**src/rtl/rnd_pkg.sv**
```systemverilog
// shared types, constants and helpers for the radix-n digit converter
package rnd_pkg;

  localparam int DIGIT_W = 4;
  localparam int RADIX_W = 5;

  localparam logic [RADIX_W-1:0] RADIX_RESET = 5'd10;
  localparam logic [RADIX_W-1:0] RADIX_MIN   = 5'd2;
  localparam logic [RADIX_W-1:0] RADIX_MAX   = 5'd16;

  localparam logic [6:0] CHAR_ZERO = 7'h30;
  localparam logic [6:0] CHAR_A    = 7'h41;
  localparam logic [6:0] CHAR_F    = 7'h46;

  // word index of the radix register
  localparam logic REG_RADIX = 1'b0;

  typedef enum logic [1:0] {
    S_IDLE,
    S_DIV,
    S_RD,
    S_LD
  } conv_state_t;

  function automatic logic [6:0] digit_to_char(input logic [DIGIT_W-1:0] d);
    logic [6:0] c;
    if (d < 4'd10) begin
      c = CHAR_ZERO + {3'b000, d};
    end else begin
      c = CHAR_A + {3'b000, d} - 7'd10;
    end
    return c;
  endfunction

  function automatic logic [RADIX_W-1:0] clamp_radix(input logic [RADIX_W-1:0] r);
    logic [RADIX_W-1:0] e;
    if (r < RADIX_MIN) begin
      e = RADIX_MIN;
    end else if (r > RADIX_MAX) begin
      e = RADIX_MAX;
    end else begin
      e = r;
    end
    return e;
  endfunction

endpackage

```
**src/rtl/rnd_ram.sv**
```systemverilog
// generic single-write, single-read ram with registered read data
module rnd_ram #(
  parameter int WIDTH = 4,
  parameter int DEPTH = 32
) (
  input  logic                     clk,
  input  logic                     we,
  input  logic [$clog2(DEPTH)-1:0] waddr,
  input  logic [WIDTH-1:0]         wdata,
  input  logic [$clog2(DEPTH)-1:0] raddr,
  output logic [WIDTH-1:0]         rdata
);

  logic [WIDTH-1:0] mem [DEPTH];

  always_ff @(posedge clk) begin
    if (we) begin
      mem[waddr] <= wdata;
    end
    rdata <= mem[raddr];
  end

endmodule

```
**src/rtl/radix_n_digit_converter.sv**
```systemverilog
// radix_n_digit_converter: binary integer to radix-n ascii digits, most significant first
//
// in channel: in_valid / in_stall with value; a beat is taken when in_valid is
// high and in_stall low. in_stall stays high from the accepted beat until the
// last digit of that value has moved into the output register.
// out channel: out_valid / out_stall with digit_char and last_digit; one beat per
// digit, the minimal number of digits, a zero input giving the single digit '0';
// last_digit marks the least significant digit.
// apb port: radix at byte address 0 (2 to 16, values outside are clamped), reset 10.
// each digit comes from a bit-serial restoring divider (one quotient bit per cycle),
// which writes the digits least significant first into the digit ram; the digits
// are then read from the ram in reverse and loaded into the output register.
// the next value is taken as soon as the last digit sits in the output register.
// a stalled receiver holds the output register and freezes the readout.
// reset (rst, synchronous) empties the output register, returns to idle and sets
// radix to 10; the digit ram is not cleared.
module radix_n_digit_converter
  import rnd_pkg::*;
#(
  parameter int VALUE_BITS = 31
) (
  input  logic                  clk,
  input  logic                  rst,
  // apb configuration
  input  logic                  psel,
  input  logic                  penable,
  input  logic                  pwrite,
  input  logic [2:0]            paddr,
  input  logic [31:0]           pwdata,
  output logic [31:0]           prdata,
  output logic                  pready,
  // input channel
  input  logic                  in_valid,
  output logic                  in_stall,
  input  logic [VALUE_BITS-1:0] value,
  // output channel
  output logic                  out_valid,
  input  logic                  out_stall,
  output logic [6:0]            digit_char,
  output logic                  last_digit
);

  localparam int DEPTH = VALUE_BITS + 1;
  localparam int AW    = $clog2(DEPTH);
  localparam int CW    = $clog2(VALUE_BITS);
  localparam logic [CW-1:0] LAST_BIT = CW'(VALUE_BITS - 1);

  conv_state_t state, state_next;

  logic [RADIX_W-1:0]    radix;
  logic [RADIX_W-1:0]    eff_radix;
  logic [VALUE_BITS-1:0] quo;
  logic [DIGIT_W-1:0]    rem;
  logic [CW-1:0]         bitcnt;
  logic                  qnz;
  logic [AW-1:0]         idx;

  logic [RADIX_W-1:0]    rem_shift;
  logic                  qbit;
  logic [DIGIT_W-1:0]    rem_next;
  logic                  qnz_next;
  logic                  digit_done;

  logic                  in_accept;
  logic                  load;
  logic                  ram_we;
  logic [DIGIT_W-1:0]    ram_rdata;
  logic                  cfg_write;

  // ---------------------------------------------------------------- config port
  assign pready    = 1'b1;
  assign cfg_write = psel && penable && pwrite && pready;

  always_ff @(posedge clk) begin
    if (rst) begin
      radix <= RADIX_RESET;
    end else if (cfg_write && paddr[2] == REG_RADIX) begin
      radix <= pwdata[RADIX_W-1:0];
    end
  end

  always_comb begin
    prdata = '0;
    if (paddr[2] == REG_RADIX) begin
      prdata = {{(32-RADIX_W){1'b0}}, radix};
    end
  end

  assign eff_radix = clamp_radix(radix);

  // ---------------------------------------------------------------- divider step
  assign rem_shift  = {rem, quo[VALUE_BITS-1]};
  assign qbit       = (rem_shift >= eff_radix);
  assign rem_next   = qbit ? DIGIT_W'(rem_shift - eff_radix) : rem_shift[DIGIT_W-1:0];
  assign qnz_next   = qnz | qbit;
  assign digit_done = (state == S_DIV) && (bitcnt == LAST_BIT);

  // ---------------------------------------------------------------- control
  always_comb begin
    state_next = state;
    unique case (state)
      S_IDLE: begin
        if (in_valid) begin
          state_next = S_DIV;
        end
      end
      S_DIV: begin
        if (bitcnt == LAST_BIT && !qnz_next) begin
          state_next = S_RD;
        end
      end
      S_RD: begin
        state_next = S_LD;
      end
      S_LD: begin
        if (!out_valid || !out_stall) begin
          state_next = (idx == '0) ? S_IDLE : S_RD;
        end
      end
      default: state_next = S_IDLE;
    endcase
  end

  always_comb begin
    in_stall = 1'b1;
    ram_we   = 1'b0;
    load     = 1'b0;
    unique case (state)
      S_IDLE: in_stall = 1'b0;
      S_DIV:  ram_we   = digit_done;
      S_RD:   ;
      S_LD:   load     = !out_valid || !out_stall;
      default: in_stall = 1'b1;
    endcase
  end

  assign in_accept = in_valid && !in_stall;

  always_ff @(posedge clk) begin
    if (rst) begin
      state <= S_IDLE;
    end else begin
      state <= state_next;
    end
  end

  // ---------------------------------------------------------------- datapath
  always_ff @(posedge clk) begin
    if (rst) begin
      idx    <= '0;
      bitcnt <= '0;
      qnz    <= 1'b0;
    end else if (in_accept) begin
      idx    <= '0;
      bitcnt <= '0;
      qnz    <= 1'b0;
    end else if (state == S_DIV) begin
      if (digit_done) begin
        bitcnt <= '0;
        qnz    <= 1'b0;
        if (qnz_next) begin
          idx <= idx + 1'b1;
        end
      end else begin
        bitcnt <= bitcnt + 1'b1;
        qnz    <= qnz_next;
      end
    end else if (load && idx != '0) begin
      idx <= idx - 1'b1;
    end
  end

  always_ff @(posedge clk) begin
    if (in_accept) begin
      quo <= value;
      rem <= '0;
    end else if (state == S_DIV) begin
      quo <= {quo[VALUE_BITS-2:0], qbit};
      // the remainder starts over for the next digit
      rem <= digit_done ? '0 : rem_next;
    end
  end

  rnd_ram #(
    .WIDTH (DIGIT_W),
    .DEPTH (DEPTH)
  ) u_digit_ram (
    .clk   (clk),
    .we    (ram_we),
    .waddr (idx),
    .wdata (rem_next),
    .raddr (idx),
    .rdata (ram_rdata)
  );

  // ---------------------------------------------------------------- output register
  always_ff @(posedge clk) begin
    if (rst) begin
      out_valid <= 1'b0;
    end else if (load) begin
      out_valid <= 1'b1;
    end else if (!out_stall) begin
      out_valid <= 1'b0;
    end
  end

  always_ff @(posedge clk) begin
    if (load) begin
      digit_char <= digit_to_char(ram_rdata);
      last_digit <= (idx == '0);
    end
  end

  // ---------------------------------------------------------------- assertions
  a_digit_below_radix: assert property (@(posedge clk) disable iff (rst)
    ram_we |-> ({1'b0, rem_next} < eff_radix))
    else $error("stored digit not below radix");

  a_accept_starts_div: assert property (@(posedge clk) disable iff (rst)
    in_accept |=> (state == S_DIV) && (bitcnt == '0) && (idx == '0))
    else $error("division did not start cleanly");

  a_last_ends_item: assert property (@(posedge clk) disable iff (rst)
    (load && idx == '0) |=> (state == S_IDLE) && out_valid && last_digit)
    else $error("last digit did not end the item");

  a_idx_in_range: assert property (@(posedge clk) disable iff (rst)
    (state != S_IDLE) |-> (idx <= AW'(VALUE_BITS - 1)))
    else $error("digit index beyond largest digit count");

  a_no_load_in_div: assert property (@(posedge clk) disable iff (rst)
    (state == S_DIV) |=> !$rose(out_valid))
    else $error("output loaded during division");

endmodule
```
**config.mk**
```make
export PLATFORM = sky130hd
export DESIGN_NAME = radix_n_digit_converter
export DESIGN_NICKNAME = d
export VERILOG_FILES = /design/src/rtl/rnd_pkg.sv /design/src/rtl/rnd_ram.sv /design/src/rtl/radix_n_digit_converter.sv
export SDC_FILE = /design/constraint.sdc
export NUM_CORES = 1
export LEC_CHECK = 0
export ABC_AREA = 0
export BUFFER_PORTS_ARGS = -buffer_cell sky130_fd_sc_hd__buf_2
export CAP_MARGIN = 25
export CORE_ASPECT_RATIO = 0.75
export CORE_MARGIN = 2
export CORE_UTILIZATION = 34
export CTS_BUF_LIST = sky130_fd_sc_hd__clkbuf_2
export DETAILED_ROUTE_END_ITERATION = 8
export PLACE_DENSITY = 0.59
export REMOVE_ABC_BUFFERS = 1
export SYNTH_ARGS = -nofsm -noshare
export SYNTH_HDL_FRONTEND = slang
export SYNTH_SLANG_ARGS = --single-unit
export TNS_END_PERCENT = 50
```
**constraint.sdc**
```tcl
create_clock -name clk -period 3.2 [get_ports clk]
set_input_delay 0.16 -clock clk [delete_from_list [all_inputs] [get_ports clk]]
set_output_delay 0.16 -clock clk [all_outputs]
set_load 0.1 [all_outputs]
```
==> results of run 1 <==
## flip-flops by register name, indices dropped and copies added, names as in the netlist
signal,flops
bitcnt,5
digit_char,7
idx,5
last_digit,1
out_valid,1
qnz,1
quo,31
radix,5
rem,4
state,2
u_digit_ram.mem,128
u_digit_ram.rdata,4
## layer usage
layer	vias up	GRT usage [%]	routed length [um]
li1	2224	-	-
met1	2379	17.1	7400
met2	114	20.9	7770
met3	19	3.15	744
met4	0	5.10	284
met5	-	0	0
## stage by stage
step,hold WS (ns),setup WS (ns)
2_1_floorplan,0.229,0.0722
3_3_place_gp,0.405,0.602
3_5_place_dp,0.419,0.553
4_1_cts,0.113,0.365
5_1_grt,0.125,0.126
6_report,0.201,0.417
## final cells by class
class                   count  share of cell area (%)
flip-flops and latches    194                    57.1
multi-input cells         309                    26.4
repair buffers            123                    9.30
well taps                 331                    4.25
clock inverters            13                    1.37
clock buffers              19                   0.976
inverters                  14                   0.591
diodes                      1                  0.0257
## how the worst min path moves through the flow
stage                         start         to  slack [ns]
after floorplan                 rst  out_valid        0.23
after global placement    pwdata[0]   radix[0]        0.40
after detailed placement  pwdata[4]   radix[4]        0.42
after CTS                 value[19]    quo[19]        0.11
after global routing      value[18]    quo[18]        0.12
final                     value[18]    quo[18]        0.20
## synthesized netlist by cell type, drive strengths merged, types with 4 or more instances
cell type and number:
a21oi 22, dfxtp 27, ha 11, mux2 31, mux4 32, nand3 4
nor2b 13, nand3b 4, buf 40, inv 14, or2 4, nor3 4
clkbuf 7, a22oi 9, nand2 15, o21ai 6, xor2 6, edfxtp 167
nand4 7, nor2 69, mux2i 6
## critical path: stages (launching register included)
cell and delay (ns):
dfxtp_1 0.40, nor2_1 0.12, nor2_1 0.05, nor2_1 0.19
inv_1 0.07, ha_1 0.29, nand3_1 0.09, o21ai_1 0.34
or2_1 0.34, o21ai_0 0.15, a211oi_1 0.20, dlygate4sd3_1 0.56
## power groups by stage
stage / sequential [mW] / clock [mW] / combinational [mW]
after floorplan: 3.42 / 0 / 0.718
after global placement: 3.41 / 0 / 1.07
after detailed placement: 3.42 / 0 / 1.13
after CTS: 3.37 / 1.23 / 1.17
after global routing: 3.38 / 1.31 / 1.28
final: 3.36 / 1.18 / 1.15
## cells by family (layout without fill, tap and decap cells)
logic type | count (synthesis) | count (layout)
simple gates | 139 | 139
mux | 69 | 69
buf+inv | 61 | 169
compound gates | 51 | 51
xor+xnor | 9 | 9
fa+ha+maj | 13 | 13
other cells | 2 | 29
flops | 194 | 194
==> flow_metrics.py, run 1 <==
metrics = {
    "synthesis": {
        "synth_area_um2": 8390,
        "yosysTopAreaCell": "edfxtp_1",
        "synth_top_area_share_pct": 59.8,
        "yosysSeqAreaShare_pct": 66.2,
        "ys_warn_count": 0,
        "synth_flop_cell": "edfxtp_1",
        "synth_compound_area_share_pct": 4.37,
        "synth_top_family_by_area": "multiplexers",
        "synth_area_leaders": "edfxtp_1, mux4_2, dfxtp_1",
        "async_flop_share_pct": 0,
        "synthMuxAreaShare_pct": 13.5,
        "netlist-cell-type-count": 56,
        "synth_xor_area_share_pct": 0.939,
        "netlist_instances": 538,
        "ys_ff_latch": 194,
        "synth-edff-count": 167,
        "syn_area_per_cell_um2": 15.6,
        "synth_fa_ha_area_share_pct": 2.12,
        "synth-simple-area-share_pct": 8.43,
    },
    "sta": {
        "worst_slew_pin_slew_ns": 0.645,
        "fin_skew_ns": 0.0500,
        "fmax_ghz": 0.359,
        "finalHoldViolCount": 0,
        "period_needed_ns": 2.78,
        "setup_viol": 0,
        "slew_viol_final": 0,
        "finalCritPeriodShare_pct": 87.0,
        "slew_headroom_pct": 56.9,
        "tns_ns": 0,
        "rsz0062_at_grt": "no",
    },
    "clock_network": {
        "clock-sinks": 194,
        "post_cts_buffers": 0,
        "clock_path_buffers": 2,
        "clk_latency_ns": 0.76,
        "cts_root_buffer": "clkbuf_2",
        "cts_hold_buf": 51,
        "cts_resized": 0,
        "tritoncts": "done",
        "clkTransAtPathRegs_ns": 0.29,
        "cts-buffers-inserted": 17,
        "h-tree-depth": 4,
    },
    "placed_design": {
        "portBuffers": 58,
        "hpwl_um": 11000,
        "dpl_cell_area_um2": 8990,
        "routabilityCongestion": 0.791,
        "placed_cells": 919,
    },
    "worst_setup_path": {
        "arrival_ns": 3.53,
        "worstPathRequired_ns": 3.94,
        "start_kind": "register",
        "rrSetupSlack_ns": 0.42,
        "cp-endpoint": "state[0]",
        "end_kind": "register",
        "critical_path_class": "register to register",
        "cp_max_fo": 9,
        "worstReg2RegStart": "radix[3]",
        "rr_worst_depth": 11,
        "startpoint": "radix[3]",
        "reg2reg_to": "state[0]",
    },
    "layout": {
        "drive_gt1_share_pct": 27.2,
        "regArea_um2": 5560,
        "multi_input_area_um2": 2570,
        "layout_commonest_cell": "edfxtp_1",
        "postLayoutCoreUtil_pct": 40.4,
        "fin_nets": 745,
        "fill_cells": 2194,
        "area_delta_synth_final_pct": 16.1,
        "final_cell_mix": "edfxtp_1, nor2_1, buf_2, dlygate4sd3_1, mux4_2",
        "stdcell_count": 1004,
        "final_area_um2": 9740,
    },
    "floorplanning": {
        "coreArea_um2": 24100,
        "die_h_um": 140,
        "initial_core_util_pct": 34.8,
        "ioPinCount": 116,
        "rows": 49,
        "die_area_um2": 26000,
        "chipWidth_um": 185,
    },
    "route": {
        "wire_per_inst_um": 16.1,
        "final_antenna_net_count": 0,
        "viasPerCell": 4.72,
        "first_pass_iters": 4,
        "vias": 4736,
        "drcViolationCount": 0,
        "wirelength_um": 16200,
        "drt_iter0_drc": 293,
    },
    "power_and_ir_drop": {
        "powerDensity_nw_per_um2": 585,
        "p_int_mw": 3.99,
        "seqPwrFrac_pct": 59.1,
        "ir_worst_vdd_mv": 0.318,
        "swShare_pct": 29.9,
        "cellLeakagePower_nw": 3.41,
        "p_sw_mw": 1.70,
        "p_clk_share_pct": 20.8,
        "combPwrFrac_pct": 20.2,
        "power_mw": 5.70,
    },
    "global_route": {
        "first_global_vias": 4852,
        "grt_pass1_wl_um": 25400,
        "grt_overflow": 0,
        "grtUsageTotal_pct": 13.0,
        "grt_max_degree": 34,
        "antenna_found_initial": 1,
    },
    "run_status": {
        "status": "finished clean",
    },
    "hold_path": {
        "min_path_type": "input pin to register",
        "whs_path_depth": 3,
    },
    "job": {
        "drv_cap": 0,
    },
}
(Power assumes the default switching activity.)
==> run 2: changes to the inputs <==
ABC_AREA = unset   (was 0)
PLACE_DENSITY = 0.49   (was 0.59)
clock period = 2.93 ns   (was 3.2 ns; I/O delays follow)
==> flow_metrics.py, run 2 (synthesis gave the netlist of run 1 again) <==
metrics = {
    "sta": {
        "finalCritPeriodShare_pct": 92.8,
        "fin_hold_ws_ns": 0.190,
        "rsz0062_at_grt": "no",
        "slew_headroom_pct": 42.1,
        "period_needed_ns": 2.72,
        "fin_skew_ns": 0.0413,
        "worst_slew_pin_slew_ns": 0.867,
        "setup_viol": 0,
        "finalHoldViolCount": 0,
        "fmax_ghz": 0.368,
        "slew_viol_final": 0,
    },
    "worst_setup_path": {
        "arrival_ns": 3.44,
        "critical_path_class": "register to register",
        "startpoint": "radix[3]",
        "worstReg2RegStart": "radix[3]",
        "rr_worst_depth": 11,
        "end_kind": "register",
        "worstPathRequired_ns": 3.65,
        "start_kind": "register",
        "cp_max_fo": 9,
    },
    "floorplanning": {
        "rows": 49,
        "initial_core_util_pct": 34.8,
        "chipWidth_um": 185,
        "die_h_um": 140,
        "coreArea_um2": 24100,
        "die_area_um2": 26000,
        "ioPinCount": 116,
    },
    "clock_network": {
        "cts_root_buffer": "clkbuf_2",
        "clkTransAtPathRegs_ns": 0.28,
        "tritoncts": "done",
        "clk_latency_ns": 0.76,
        "h-tree-depth": 4,
        "post_cts_buffers": 0,
        "clock_path_buffers": 2,
        "clock-sinks": 194,
        "cts-buffers-inserted": 17,
    },
    "global_route": {
        "first_global_vias": 4788,
        "grt_pass1_wl_um": 26700,
        "grt_max_degree": 34,
        "grt_overflow": 0,
        "antenna_found_initial": 1,
        "grtUsageTotal_pct": 13.9,
    },
    "layout": {
        "area_delta_synth_final_pct": 16.7,
        "final_cell_mix": "edfxtp_1, nor2_1, buf_2, dlygate4sd3_1, mux4_2",
        "largest_reg_flops": 128,
        "layout_commonest_cell": "edfxtp_1",
        "fin_nets": 745,
        "drive_gt1_share_pct": 27.8,
        "regMostFlops": "u_digit_ram.mem",
        "largestRegisters": "u_digit_ram.mem x128, quo x31, digit_char x7",
        "final_area_um2": 9790,
    },
    "route": {
        "drcViolationCount": 0,
        "wire_per_inst_um": 17.0,
        "drt_iter0_drc": 260,
        "first_pass_iters": 4,
        "final_antenna_net_count": 0,
        "wirelength_um": 17100,
        "vias": 4707,
        "viasPerCell": 4.69,
    },
    "job": {
        "drv_cap": 0,
    },
    "hold_path": {
        "min_path_type": "input pin to register",
        "hold_start": "value[14]",
        "whs_path_depth": 3,
    },
    "placed_design": {
        "hpwl_um": 11300,
        "portBuffers": 58,
        "routabilityCongestion": 0.769,
        "dpl_cell_area_um2": 9040,
    },
    "power_and_ir_drop": {
        "powerDensity_nw_per_um2": 651,
        "power_mw": 6.37,
        "ir_worst_vdd_mv": 0.462,
        "cellLeakagePower_nw": 3.41,
    },
    "run_status": {
        "status": "finished clean",
    },
}
run 2: cell count changes in the layout (fill, tap and decap cells not counted):
cell and change:
inv_2 -1, nor2_2 +2, bufinv_16 +1, nor2_1 -2
clkinvlp_4 +1, buf_12 +2, or2_1 -1, or2_4 +1
clkinv_1 +1, clkinv_2 -1, dlygate4sd3_1 -2, clkinv_4 -1
run 2: metrics by stage:
stage / setup TNS (ns) / util, % / setup slack (ns) / instances
2_1_floorplan: -11.11 / - / -0.198 / 517
3_3_place_gp: 0 / 37.5 / 0.349 / 922
3_5_place_dp: 0 / 37.5 / 0.253 / 922
4_1_cts: 0 / 40.6 / 0.114 / 1003
5_1_grt: 0 / 40.6 / 0.0195 / 1004
6_report: 0 / 40.6 / 0.212 / 1004
run 2: final timing paths:
path	end	slack, ns
hold / removal	quo[14]	0.19
setup reg to reg	state[0]	0.21
setup / recovery	state[0]	0.21
hold reg to reg	rem[3]	0.49
run 2: power breakdown:
part           internal, mW  switching (mW)  total, mW  leakage [nW]
Combinational         0.356           0.957       1.31          1.50
Sequential             3.63          0.0483       3.68          1.76
Clock                 0.483           0.902       1.39         0.150
Total                  4.47            1.91       6.37          3.41
run 2: critical path, stage by stage (launching register included):
cell           delay (ns)
dfxtp_1              0.40
nor2_1               0.12
nor2_1               0.05
nor2_1               0.19
inv_1                0.08
ha_1                 0.31
nand2b_1             0.09
a211oi_2             0.36
or2_4                0.25
o21ai_0              0.09
a211oi_1             0.20
dlygate4sd3_1        0.57
run 2: cell type report:
cell class | instances | area (um^2)
clock buffer | 19 | 95.1
sequential | 194 | 5560
antenna | 1 | 2.50
timing repair buffer | 123 | 926
multi-input combinational | 309 | 2580
tap | 331 | 414
inverter | 14 | 57.6
clock inverter | 13 | 158
fill | 2224 | 14300
run 2: routing by layer:
metal / share of wire [%] / wire length, um / GRT usage (%) / up-vias
met5: 0 / 0 / 0 / -
met1: 46 / 7800 / 19.0 / 2352
li1: - / - / - / 2229
met3: 7.1 / 1200 / 4.78 / 6
met2: 47 / 7950 / 20.6 / 120
met4: 0.60 / 102 / 4.76 / 0
run 2: timing repair:
item,4_1_cts,5_1_grt
setup endpoints to repair,0,64
gates resized for setup,0,1
hold endpoints to repair,61,0
hold buffers,49,0
==> run 3: changes to the inputs <==
CELL_PAD_IN_SITES_DETAIL_PLACEMENT = 1   (was unset)
CELL_PAD_IN_SITES_GLOBAL_PLACEMENT = 2   (was unset)
CORE_ASPECT_RATIO = 1.1   (was 0.75)
PLACE_DENSITY = 0.65   (was 0.49)
==> flow_metrics.py, run 3 (synthesis gave the netlist of run 1 again) <==
metrics = {
    "run_status": {
        "status": "finished clean",
    },
    "power_and_ir_drop": {
        "ir_worst_vdd_mv": 0.390,
        "powerDensity_nw_per_um2": 652,
        "power_mw": 6.35,
        "cellLeakagePower_nw": 3.40,
    },
    "floorplanning": {
        "chipWidth_um": 154,
        "coreArea_um2": 24300,
        "rows": 60,
        "ioPinCount": 116,
        "die_area_um2": 26000,
        "initial_core_util_pct": 34.5,
        "die_h_um": 169,
    },
    "route": {
        "viasPerCell": 4.85,
        "wire_per_inst_um": 18.6,
        "vias": 4765,
        "drcViolationCount": 0,
        "first_pass_iters": 4,
        "final_antenna_net_count": 0,
        "drt_iter0_drc": 250,
        "wirelength_um": 18300,
    },
    "worst_setup_path": {
        "end_kind": "register",
        "critical_path_class": "register to register",
        "cp_max_fo": 9,
        "worstPathRequired_ns": 3.68,
        "start_kind": "register",
        "arrival_ns": 3.28,
    },
    "clock_network": {
        "cts_root_buffer": "clkbuf_2",
        "clock_path_buffers": 2,
        "clock-sinks": 194,
        "h-tree-depth": 4,
        "post_cts_buffers": 0,
        "clk_latency_ns": 0.79,
        "tritoncts": "done",
        "cts-buffers-inserted": 17,
        "clkTransAtPathRegs_ns": 0.31,
    },
    "global_route": {
        "grt_overflow": 0,
        "first_global_vias": 5204,
        "antenna_found_initial": 1,
        "grt_pass1_wl_um": 29600,
        "grt_max_degree": 34,
        "grtUsageTotal_pct": 14.9,
    },
    "sta": {
        "fmax_ghz": 0.395,
        "finalCritPeriodShare_pct": 86.4,
        "setup_viol": 0,
        "slew_headroom_pct": 56.3,
        "worst_slew_pin_slew_ns": 0.652,
        "fin_skew_ns": 0.0531,
        "finalHoldViolCount": 0,
        "slew_viol_final": 0,
        "period_needed_ns": 2.53,
        "worst_slack_ns": 0.397,
        "rsz0062_at_grt": "no",
    },
    "placed_design": {
        "dpl_cell_area_um2": 8980,
        "hpwl_um": 11900,
        "routabilityCongestion": 0.700,
        "placed_cells": 899,
        "dp_slack_ns": 0.397,
        "portBuffers": 58,
    },
    "layout": {
        "fill_cells": 2513,
        "stdcell_count": 982,
        "layout_commonest_cell": "edfxtp_1",
        "regMostFlops": "u_digit_ram.mem",
        "postLayoutCoreUtil_pct": 40.1,
        "final_area_um2": 9740,
        "drive_gt1_share_pct": 27.6,
        "fin_nets": 744,
        "largest_reg_flops": 128,
        "area_delta_synth_final_pct": 16.1,
        "largestRegisters": "u_digit_ram.mem x128, quo x31, digit_char x7",
        "final_cell_mix": "edfxtp_1, nor2_1, buf_2, dlygate4sd3_1, mux4_2",
    },
    "hold_path": {
        "min_path_type": "input pin to register",
    },
    "job": {
        "drv_cap": 0,
    },
}
run 3: cell count changes in the layout (fill, tap and decap cells not counted), sizes merged:
| cell | before | now |
|---|---|---|
| buf | 74 | 72 |
| clkinvlp | 2 | 3 |
| inv | 17 | 19 |
| dlygate4sd3 | 49 | 50 |
| clkbuf | 19 | 17 |
| bufinv | 3 | 1 |
| clkinv | 5 | 6 |
run 3: worst max-delay path: stages (launching register included):
cell and delay [ns]:
dfxtp_1 0.41, nor2_1 0.11, nor2_1 0.05, nor2_1 0.18, inv_1 0.07, ha_1 0.29, nand2b_1 0.09, a211oi_2 0.23
or2_4 0.22, o21ai_0 0.09, a211oi_1 0.20, dlygate4sd3_1 0.57
run 3: area by class of cell:
type / count / area [um^2] / area share [%]
clock inverter: 15 / 169 / 1.73
antenna: 1 / 2.50 / 0.0257
timing repair buffer: 122 / 908 / 9.32
multi-input combinational: 309 / 2580 / 26.4
clock buffer: 17 / 85.1 / 0.873
inverter: 14 / 57.6 / 0.591
tap: 310 / 388 / 3.98
sequential: 194 / 5560 / 57.0
run 3: power by group:
group          switching (mW)  internal (mW)  leakage [nW]
Clock                    1.00          0.348         0.141
Combinational           0.968          0.353          1.49
Sequential             0.0490           3.63          1.76
Total                    2.02           4.33          3.40
run 3: per-stage QoR:
step	setup TNS [ns]	hold WS, ns
after global placement	0	0.381
after global routing	0	0.0827
final	0	0.164
after CTS	0	0.0696
after floorplan	-11.11	0.216
after detailed placement	0	0.394
run 3: path summary, 6_finish.rpt:
| check | startpoint | end | slack (ns) | cells after the start |
|---|---|---|---|---|
| max | radix[3] | state[0] | 0.40 | 11 |
| min | value[6] | quo[6] | 0.16 | 3 |
| max reg2reg | radix[3] | state[0] | 0.40 | 11 |
| min reg2reg | rem[3] | rem[3] | 0.51 | 2 |
run 3: metal layers:
metal	track usage, %	up-vias	wire length [um]
li1	-	2228	-
met1	18.5	2418	7680
met2	26.3	106	9720
met3	3.17	13	714
met4	3.99	0	169
met5	0	-	0
run 3: what timing repair did:
action                     in CTS  in global routing
setup endpoints to repair       0                  1
hold buffers                   50                  0
hold endpoints to repair       61                  0
gates resized for setup         0                  1
